[config.mk]
export PLATFORM = sky130hd
export DESIGN_NAME = dtw_div_cell
export DESIGN_NICKNAME = d
export VERILOG_FILES = /design/src/sv/dtw_pkg.sv /design/src/sv/dtw_div_cell.sv
export SDC_FILE = /design/constraint.sdc
export NUM_CORES = 1
export LEC_CHECK = 0
export BUFFER_PORTS_ARGS = -buffer_cell sky130_fd_sc_hd__buf_2
export CAP_MARGIN = 20
export CORE_MARGIN = 5
export CORE_UTILIZATION = 33
export CTS_CLUSTER_DIAMETER = 50
export DETAILED_ROUTE_END_ITERATION = 10
export PLACE_DENSITY_LB_ADDON = 0.2
export SYNTH_ARGS = -nofsm -noshare
export SYNTH_HDL_FRONTEND = slang
export SYNTH_SLANG_ARGS = --single-unit
[constraint.sdc]
create_clock -name aclk -period 3.89 [get_ports aclk]
set_clock_uncertainty 0.1 [all_clocks]
set_input_delay 0 -clock aclk [delete_from_list [all_inputs] [get_ports aclk]]
set_output_delay 0 -clock aclk [all_outputs]
set_load 0.005 [all_outputs]
[src/sv/dtw_pkg.sv]
// ----------------------------------------------------------------------------
// dtw_pkg: shared definitions for the two-way ranging distance block
// Status codes, register indexes, reset values and the control word that
// travels with each transaction down the pipeline.
// ----------------------------------------------------------------------------
package dtw_pkg;

    localparam int TIME_BITS_DEF       = 32;
    localparam int SCALE_FRAC_BITS_DEF = 24;

    localparam int CM_W   = 32;
    localparam int TOL_W  = 10;
    localparam int DIST_W = 16;
    localparam int STAT_W = 2;

    localparam logic [CM_W-1:0]  CM_PER_TICK_RST = 32'd7871472;
    localparam logic [TOL_W-1:0] NEG_TOL_RST     = 10'd55;

    typedef enum logic [0:0] {
        REG_CM_PER_TICK = 1'b0,
        REG_NEG_TOL     = 1'b1
    } reg_idx_t;

    typedef enum logic [STAT_W-1:0] {
        ST_OK       = 2'd0,
        ST_MISSING  = 2'd1,
        ST_ZERO_DIV = 2'd2,
        ST_TOO_NEG  = 2'd3
    } status_t;

    typedef struct packed {
        logic    vld;
        logic    neg;
        status_t status;
    } ctrl_t;

endpackage

[src/sv/dtw_div_cell.sv]
// ----------------------------------------------------------------------------
// dtw_div_cell: one step of a restoring divider
// Brings down one numerator bit, subtracts the divisor where it fits and
// shifts the quotient bit in behind the remaining numerator bits.
// ----------------------------------------------------------------------------
module dtw_div_cell #(
    parameter int TIME_BITS = dtw_pkg::TIME_BITS_DEF
) (
    input  logic                   aclk,
    input  logic                   aresetn,
    input  logic                   en,
    input  dtw_pkg::ctrl_t         ctrl_in,
    input  logic [2*TIME_BITS-1:0] nq_in,
    input  logic [TIME_BITS+1:0]   rem_in,
    input  logic [TIME_BITS+1:0]   den_in,
    output dtw_pkg::ctrl_t         ctrl_out,
    output logic [2*TIME_BITS-1:0] nq_out,
    output logic [TIME_BITS+1:0]   rem_out,
    output logic [TIME_BITS+1:0]   den_out
);

    localparam int T = TIME_BITS;

    logic [T+2:0]   rem_sh, rem_sub;
    logic           fits;
    dtw_pkg::ctrl_t ctrl_reg;
    logic [2*T-1:0] nq_reg;
    logic [T+1:0]   rem_reg, den_reg;

    assign rem_sh  = {rem_in, nq_in[2*T-1]};
    assign rem_sub = rem_sh - {1'b0, den_in};
    assign fits    = (rem_sh >= {1'b0, den_in});

    always_ff @(posedge aclk) begin
        if (!aresetn) begin
            ctrl_reg <= '0;
        end else if (en) begin
            ctrl_reg <= ctrl_in;
        end
    end

    always_ff @(posedge aclk) begin
        if (en) begin
            nq_reg  <= {nq_in[2*T-2:0], fits};
            rem_reg <= fits ? rem_sub[T+1:0] : rem_sh[T+1:0];
            den_reg <= den_in;
        end
    end

    assign ctrl_out = ctrl_reg;
    assign nq_out   = nq_reg;
    assign rem_out  = rem_reg;
    assign den_out  = den_reg;

endmodule

Word level (Yosys, flattened, before mapping):

Index checks and enable logic that the tools add are counted.

* order comparisons: 1
* add/subtract/negate cells: 1
* multiplexer cells: 1

Operators by type and width (number)
* $ge A35 B34 Y1: 1
* $mux W34: 1
* $sub A34 B34 Y34: 1

* input port bits: 139
* bits in registers: 136
* logic and storage cells: 9

Depth between registers and ports, before layout:

Gate-level depths: netlist of run 1.

* word-level depth: 2
* gate-level depth with buffers: 13

Worst setup path before layout of run 1:

Ideal clock, no wire load.

* path type: input to register
* start: input nq_in[63]
* end: register rem_reg[32], in the netlist rem_out[32], data pin
* setup time: 0.255 ns
* required time: 3.535 ns
* buffers on the path: 0
* data arrival time: 2.224 ns
* stages on the path: 12
* slack: 1.311 ns
* path through: inv_1 ha_1 inv_1 fa_1 a21oi_1 o211ai_1 a211oi_2 o22ai_1 o2111ai_1 a41oi_1 or3_1 a31o_1

* word-level cells in the longest chain between the ends: 2
* elaborated cells on any way between the ends: 3
* classes of those cells: add/sub: 1; order compare: 1; mux: 1

Ends and longest elaborated chain
* from (decl): line dtw_div_cell.sv:13 `input logic [2*TIME_BITS-1:0] nq_in,`
* $sub A34 B34 Y34 / $ge A35 B34 Y1 (equally long branches): line dtw_div_cell.sv:31, dtw_div_cell.sv:32
* $mux W34 *: line dtw_div_cell.sv:45 `rem_reg <= fits ? rem_sub[T+1:0] : rem_sh[T+1:0];`
* to (signal assigned): line dtw_div_cell.sv:45
* to (decl): line dtw_div_cell.sv:28 `logic [T+1:0] rem_reg, den_reg;`

Mark *: on every way between the ends. The rest lies on a longest branch, timed or not.
A chain may end at the register's enable or synchronous reset.

Final worst setup path of run 1:

Ends and elaborated chain as after synthesis.

==> out/results.tsv, run 1 <==
metric	value	unit
gr usage total	0.1728	
r2r worst-path depth	3	
placed cells	1044	
Logic pwr share	0.191	
Multi-input gate area	2148	sq um
RePlAce Congestion	0.8036	
clock buffer count from CTS	17	
Cell Pwr Density	415.9	nW/um^2
Synth area leader	edfxtp_1	
clock network power share	0.375	
Max IR drop VDD	0.2909	mV
CTS sink count	136	
worst slew pin tran	942.2	ps
root buffer cell	clkbuf_16	
post-layout net count	1108	
vias	5488	
first-pass GRT wire length	30150	microns
layout cells sized above 1	0.3411	
fill count	1714	
vias per cell	4.528	
vias in the first global route	5856	
io pins	275	
gr busiest metal	met2	
final hold viol count	0	
width of the die	149.8	microns
drt drc	0	
Post-synth top flop	edfxtp_1	
CTS tree	yes	
max_cap viols	0	
f_max	315.8	MHz
leakage power	4.367	nW
RSZ-0062 raised after global routing	false	
fin. max-slew vios	0	
H-tree Lvls	4	
NetSw	1.137	mW
most instantiated cells after synthesis	edfxtp_1 (132), nand2_1 (50), o21ai_0 (44)	
crit share post-route	0.8141	
met2 GRT Util	0.3062	
FF-to-FF setup slack	2640	ps
cell mode on critical path	inv_1	
clk slew on worst S/H paths	60	ps
Slew Limit Headroom	0.3719	
M1 GR Usage	0.1928	
CTS Buffer Depth	2	
DRT iter0 DRCs	225	
sum of buffers and inverters on the critical path	4	
chip height	149.8	microns
count leader, synth	edfxtp_1	
internal power	3.037	mW
cts repair resizes	0	
Yosys warning count	0	
HPWL Detailed	14100	microns
initial antenna violation count	1	
post-layout min period	3167	ps
GR Overflow Total	0	
num rows	51	
largest net degree at the start of global routing	98	
Final setup viols	0	
CP Class	input port to register	
post-route non-filler standard cell count	1212	
PortBufs	274	
met3 usage	0.05572	
setup TNS	0	ps
Area Overhead vs Synth	55.51	%
Synthesized Nets	693	
CP Max Fanout	4	
core area	19330	sq um
Mean Syn Cell Area	12.43	sq um
slowest cell delay on critical path	550	ps
DRT Wirelength	19530	microns
startpoint types	input port	
Syn Inst Count	519	
cell family with most CP delay	compound AO/OA/AOI/OAI gates	
DRT Pass-1 Iters	4	
total power	4.174	mW
Synth top area share	0.6142	
sequential power share	0.435	
die area	22450	sq um
Final ANT Viol Nets	0	
WP depth	14	
Register Area	4044	sq um
WL/cell	16.11	microns
Clk Latency, worst-skew pair	420	ps
worst path arrival time	3240	ps
Mapped Area	6454	sq um
Critical Path RT	3970	ps
fin util	0.5191	
status	complete, no violations	
worst-path cell chain	dlygate4sd3_1 > buf_2 > inv_1 > ha_1 > inv_1 > fa_1 > a21oi_1 > o211ai_1 > a211oi_2 > o22ai_1 > o2111ai_1 > a41oi_1 > or3_1 > a31o_1	
Initial Utilization	0.3338	
worst hold path type	input port to register	
Synth Register Bits	136	
Synth area leaders	edfxtp_1 (61%), ha_1 (6.6%), o21ai_0 (3.4%)	
post-synthesis async set-or-reset flop share	0	
post-synth cell types	57	
register area share after synthesis	0.6266	
EDFF count, synth	132	
Crit-path slowest cell	dlygate4sd3_1	
antenna fix cells	0	
Setup crit end kind	register	
hold depth	1	
Switching Share	0.2724	
[cell type report]
| class | instances | area share |
|---|---|---|
| Clock buffer | 18 | 0.04376 |
| Clock inverter | 14 | 0.01309 |
| Inverter | 42 | 0.01571 |
| Multi-Input combinational cell | 321 | 0.2141 |
| Sequential cell | 136 | 0.4029 |
| Tap cell | 265 | 0.03304 |
| Timing Repair Buffer | 416 | 0.2774 |
[worst paths after layout]
kind	startpoint	to
max	nq_in[63]	rem_out[32]$_DFFE_PP_
min reg2reg	ctrl_out[1]$_SDFFE_PN0P_	ctrl_out[1]$_SDFFE_PN0P_
min	en	rem_out[24]$_DFFE_PP_
max reg2reg	ctrl_out[2]$_SDFFE_PN0P_	ctrl_out[2]$_SDFFE_PN0P_
[routing by layer]
layer | share of wire | wire length (microns)
met1 | 0.40 | 7829
met2 | 0.49 | 9621
met3 | 0.084 | 1633
met4 | 0.022 | 430
met5 | 0.00067 | 13
[through the flow]
stage | cell area (sq um) | setup WS [ps] | hold slack (ps)
floorplan | 6454 | 1311 | -1.131
global placement | 8104 | 920.7 | 76.43
detailed placement | 8104 | 813.7 | 78.40
CTS | 10040 | 682.7 | 81.46
global route | 10040 | 424.7 | 112.4
finish | 10040 | 723.0 | 96.63
[power groups by stage]
stage	Combinational [mW]	Sequential (mW)	Clock, mW
2_1_floorplan	0.326	1.87	0
3_5_place_dp	0.694	1.84	0
4_1_cts	0.807	1.81	1.61
3_3_place_gp	0.692	1.84	0
5_1_grt	0.887	1.83	1.67
6_report	0.795	1.81	1.56
[cells by family (layout without fill, tap and decap cells)]
logic type / after synthesis / count (layout) / share of synthesized area
xor+xnor: 29 / 29 / 0.03936
buf+inv: 62 / 490 / 0.04168
simple gates: 117 / 117 / 0.08317
compound gates: 132 / 132 / 0.1264
mux: 8 / 8 / 0.01376
flops: 136 / 136 / 0.6266
fa+ha+maj: 35 / 35 / 0.06902
[layout by cell type, fill, tap and decap left out, drive strengths merged, types with 3 or more instances in the layout]
cell type | Yosys | routed
nand4 | 7 | 7
a21o | 11 | 11
o211ai | 5 | 5
mux2 | 4 | 4
edfxtp | 132 | 132
a21oi | 35 | 35
a211oi | 4 | 4
ha | 34 | 34
nand2b | 4 | 4
clkbuf | 8 | 18
o21bai | 4 | 4
buf | 12 | 280
clkinvlp | 0 | 3
o31ai | 4 | 4
dlygate4sd3 | 0 | 136
nor2 | 23 | 23
mux2i | 4 | 4
inv | 42 | 51
xnor2 | 16 | 16
o21ai | 48 | 48
nor2b | 6 | 6
nand3 | 8 | 8
or3 | 3 | 3
o21a | 3 | 3
and2 | 3 | 3
a31oi | 3 | 3
xor2 | 13 | 13
nor3 | 5 | 5
nand2 | 50 | 50
dfxtp | 4 | 4
and3 | 3 | 3
[repair_timing]
item,CTS,global route
hold buffers,136,0
hold endpoints to repair,135,0
setup buffers,0,0
[flip-flops by register name, indices dropped and copies added (netlist names)]
signal / cells
den_out: 34
rem_out: 34
ctrl_out: 4
nq_out: 64
Note: power is estimated with default switching activity, not from simulation.
==> inputs of run 2 (changes only) <==
- ABC_AREA: not set -> 1
- clock period: 3.89 -> 3.2 ns (I/O delays scaled with it)
==> out/results.tsv, run 2 <==
metric	value	unit	change
Register Area	4044	sq um	unchanged
Final ANT Viol Nets	0		unchanged
Final setup viols	0		unchanged
met3 wire length	1207	microns	was 1633 microns
num rows	54		was 51
WP depth	13		was 14
initial antenna violation count	0		was 1
drt drc	0		unchanged
Mapped Area	7298	sq um	was 6454 sq um
Slew Limit Headroom	0.6797		was 0.3719
width of the die	158.7	microns	was 149.8 microns
CTS Buffer Depth	2		unchanged
register area share after synthesis	0.5541		was 0.6266
cell family with most CP delay	simple AND/OR/NAND/NOR gates		was compound AO/OA/AOI/OAI gates
EDFF count, synth	132		unchanged
post-synthesis async set-or-reset flop share	0		unchanged
GR Overflow Total	0		unchanged
Cell Pwr Density	486.3	nW/um^2	was 415.9 nW/um^2
startpoint types	input port		unchanged
Max IR drop VDD	0.3302	mV	was 0.2909 mV
count leader, synth	nand2_1		was edfxtp_1
worst-path cell chain	dlygate4sd3_1 > buf_2 > inv_1 > ha_1 > nand2_1 > nor2_2 > nand3_1 > nor3_1 > a21oi_1 > nand2_4 > inv_8 > nand2_1 > nand2_1		was dlygate4sd3_1 > buf_2 > inv_1 > ha_1 > inv_1 > fa_1 > a21oi_1 > o211ai_1 > a211oi_2 > o22ai_1 > o2111ai_1 > a41oi_1 > or3_1 > a31o_1
CTS tree	yes		unchanged
chip height	158.7	microns	was 149.8 microns
r2r worst-path depth	3		unchanged
Mean Syn Cell Area	9.215	sq um	was 12.43 sq um
clk slew on worst S/H paths	70	ps	was 60 ps
worst hold path type	input port to register		unchanged
RSZ-0062 raised after global routing	false		unchanged
Hold WS	189.1	ps	was 96.63 ps
Initial Utilization	0.3344		was 0.3338
Synth top area share	0.5431		was 0.6142
leakage power	5.427	nW	was 4.367 nW
Yosys warning count	0		unchanged
fin worst setup slack	572.8	ps	was 723.0 ps
CP Class	input port to register		unchanged
Critical R2R Launch	ctrl_out[1]$_SDFFE_PN0P_		was ctrl_out[2]$_SDFFE_PN0P_
post-layout min period	2627	ps	
final hold viol count	0		unchanged
DRT Pass-1 Iters	5		was 4
antenna fix cells	0		unchanged
mux cell area share after synthesis	0		was 0.01377
met1 wire length	10200	microns	was 7829 microns
WL/cell	15.41	microns	was 16.11 microns
commonest non-fill, non-tap cell in the layout	buf_2		unchanged
worst path arrival time	2700	ps	was 3240 ps
max FFs per register	64		unchanged
PortBufs	274		unchanged
largest family of logic cells by synthesized area	simple AND/OR/NAND/NOR gates		was compound AO/OA/AOI/OAI gates
Critical Path RT	3270	ps	was 3970 ps
DRT iter0 DRCs	424		was 225
hold depth	2		was 1
slowest cell delay on critical path	520	ps	was 550 ps
vias	6611		was 5,488
DP Area	8972	sq um	was 8104 sq um
Synth Register Bits	136		unchanged
vias in the first global route	6882		was 5,856
cts repair resizes	0		unchanged
Area Overhead vs Synth	50.39	%	was 55.51%
max_cap viols	0		unchanged
gr usage total	0.1835		was 0.1728
status	complete, no violations		unchanged
largest net degree at the start of global routing	54		was 98
worst slew pin tran	480.4	ps	was 942.2 ps
CTS sink count	136		unchanged
Clk Latency, worst-skew pair	420	ps	about the same
Synth area leader	edfxtp_1		unchanged
first-pass GRT wire length	37350	microns	was 30,150 microns
met2 WL	11430	microns	was 9621 microns
vias per cell	4.364		was 4.528
most instantiated cells after synthesis	nand2_1 (261), edfxtp_1 (132), inv_1 (130)		was edfxtp_1 (132), nand2_1 (50), o21ai_0 (44)
worst r2r dst	ctrl_out[1]$_SDFFE_PN0P_		was ctrl_out[2]$_SDFFE_PN0P_
post-synth cell types	29		was 57
Synth Area in Adders	0.06103		was 0.06902
post-layout net count	1396		was 1,108
total power	5.337	mW	was 4.174 mW
H-tree Lvls	4		unchanged
top layer in use	met4		was met5
setup TNS	0	ps	unchanged
fin area	10980	sq um	was 10,040 sq um
HPWL Detailed	17440	microns	was 14,100 microns
core area	21820	sq um	was 19,330 sq um
Place WS	631.9	ps	was 813.7 ps
Synthesized Nets	966		was 693
Post-Synth Simple-Gate Area	0.2453		was 0.08317
io pins	275		unchanged
Compound-Gate Fraction of Synth Area	0.03429		was 0.1264
CP Max Fanout	37		was 4
RePlAce Congestion	0.8922		was 0.8036
Post-synth top flop	edfxtp_1		unchanged
DRT Wirelength	23340	microns	was 19,530 microns
fill count	1999		was 1,714
crit share post-route	0.8210		
FF-to-FF setup slack	1850	ps	was 2640 ps
fin. max-slew vios	0		unchanged
HP Start	nq_in[5]		was en
clock buffer count from CTS	17		unchanged
Min-Delay Endpoint	nq_out[6]$_DFFE_PP_		was rem_out[24]$_DFFE_PP_
f_max	380.6	MHz	
sum of buffers and inverters on the critical path	4		unchanged
root buffer cell	clkbuf_16		unchanged
Setup crit end kind	register		unchanged
Multi-input gate area	2644	sq um	was 2148 sq um
layout cells sized above 1	0.2947		was 0.3411
Syn Inst Count	792		was 519
die area	25190	sq um	was 22,450 sq um
Synth area leaders	edfxtp_1 (54%), nand2_1 (13%), inv_1 (6.7%)		was edfxtp_1 (61%), ha_1 (6.6%), o21ai_0 (3.4%)
Post-Synth XOR/XNOR Area	0.02160		was 0.03936
cell mode on critical path	nand2_1		was inv_1
Crit-path slowest cell	dlygate4sd3_1		unchanged
most frequent cells in the layout	buf_2 (273), nand2_1 (261), dlygate4sd3_1 (140)		was buf_2 (273), dlygate4sd3_1 (136), edfxtp_1 (132)
==> run 2: cell types whose count changed in the layout (fill, tap and decap cells not counted), moves of 5 or more <==
| cell | before | now |
|---|---|---|
| nand2_2 | 0 | 36 |
| nand3_1 | 8 | 34 |
| nor2_1 | 23 | 57 |
| nor2b_1 | 6 | 0 |
| inv_2 | 1 | 6 |
| a21oi_1 | 34 | 26 |
| inv_1 | 41 | 130 |
| o21ai_0 | 44 | 16 |
| xnor2_1 | 16 | 2 |
| nand3b_1 | 1 | 7 |
| a21o_1 | 11 | 0 |
| nand2_1 | 50 | 261 |
==> run 2: power by group <==
group          total (mW)  switching, mW  internal, mW  leakage, nW
Clock                2.03          0.914          1.12        0.293
Combinational        1.10          0.608         0.489         3.81
Sequential           2.21         0.0462          2.16         1.32
Total                5.34           1.57          3.77         5.43
==> run 2: layout make-up <==
| type | instances | share of cell area |
|---|---|---|
| Clock buffer | 17 | 0.03876 |
| Multi-Input combinational cell | 513 | 0.2409 |
| Clock inverter | 15 | 0.01607 |
| Sequential cell | 136 | 0.3684 |
| Timing Repair Buffer | 417 | 0.2564 |
| Tap cell | 280 | 0.03192 |
| Inverter | 137 | 0.04754 |
==> run 2: layer usage <==
metal,GRT usage,vias to the layer above
met2,0.3135,232
met3,0.04355,28
li1,-,3390
met4,0.05984,0
met1,0.2288,2961
met5,0,-
==> run 2: worst reg2reg max path: cells and delay by family (launching register included) <==
family | cells | cell delay (ps)
buffers and inverters | 1 | 560
flip-flops | 1 | 300
AO/OA/AOI/OAI | 1 | 200
AND/OR/NAND/NOR | 1 | 70
==> run 2: repair_timing <==
action	in CTS	in global routing
setup buffers	0	0
hold buffers	140	0
endpoints found under the hold margin	178	0
==> run 2: how the worst max path moves through the flow <==
| stage | from | to |
|---|---|---|
| finish | den_in[14] | rem_out[18]$_DFFE_PP_ |
| global route | den_in[15] | rem_out[18]$_DFFE_PP_ |
| CTS | den_in[15] | rem_out[18]$_DFFE_PP_ |
| detailed placement | den_in[14] | rem_out[18]$_DFFE_PP_ |
| global placement | den_in[14] | rem_out[20]$_DFFE_PP_ |
| floorplan | nq_in[63] | rem_out[32]$_DFFE_PP_ |
==> run 2: kinds of logic (layout without fill, tap and decap cells) <==
group,after synthesis,after routing
AND/OR/NAND/NOR,414,414
buffers and inverters,143,586
flip-flops,136,136
AO/OA/AOI/OAI,46,46
adder cells (fa/ha/maj),35,35
XOR/XNOR,18,18
==> run 2: stage by stage <==
stage | cells | util
after floorplan | 792 | -
after global placement | 1343 | 0.4111
after detailed placement | 1343 | 0.4111
after CTS | 1515 | 0.5029
after global routing | 1515 | 0.5029
final | 1515 | 0.5029
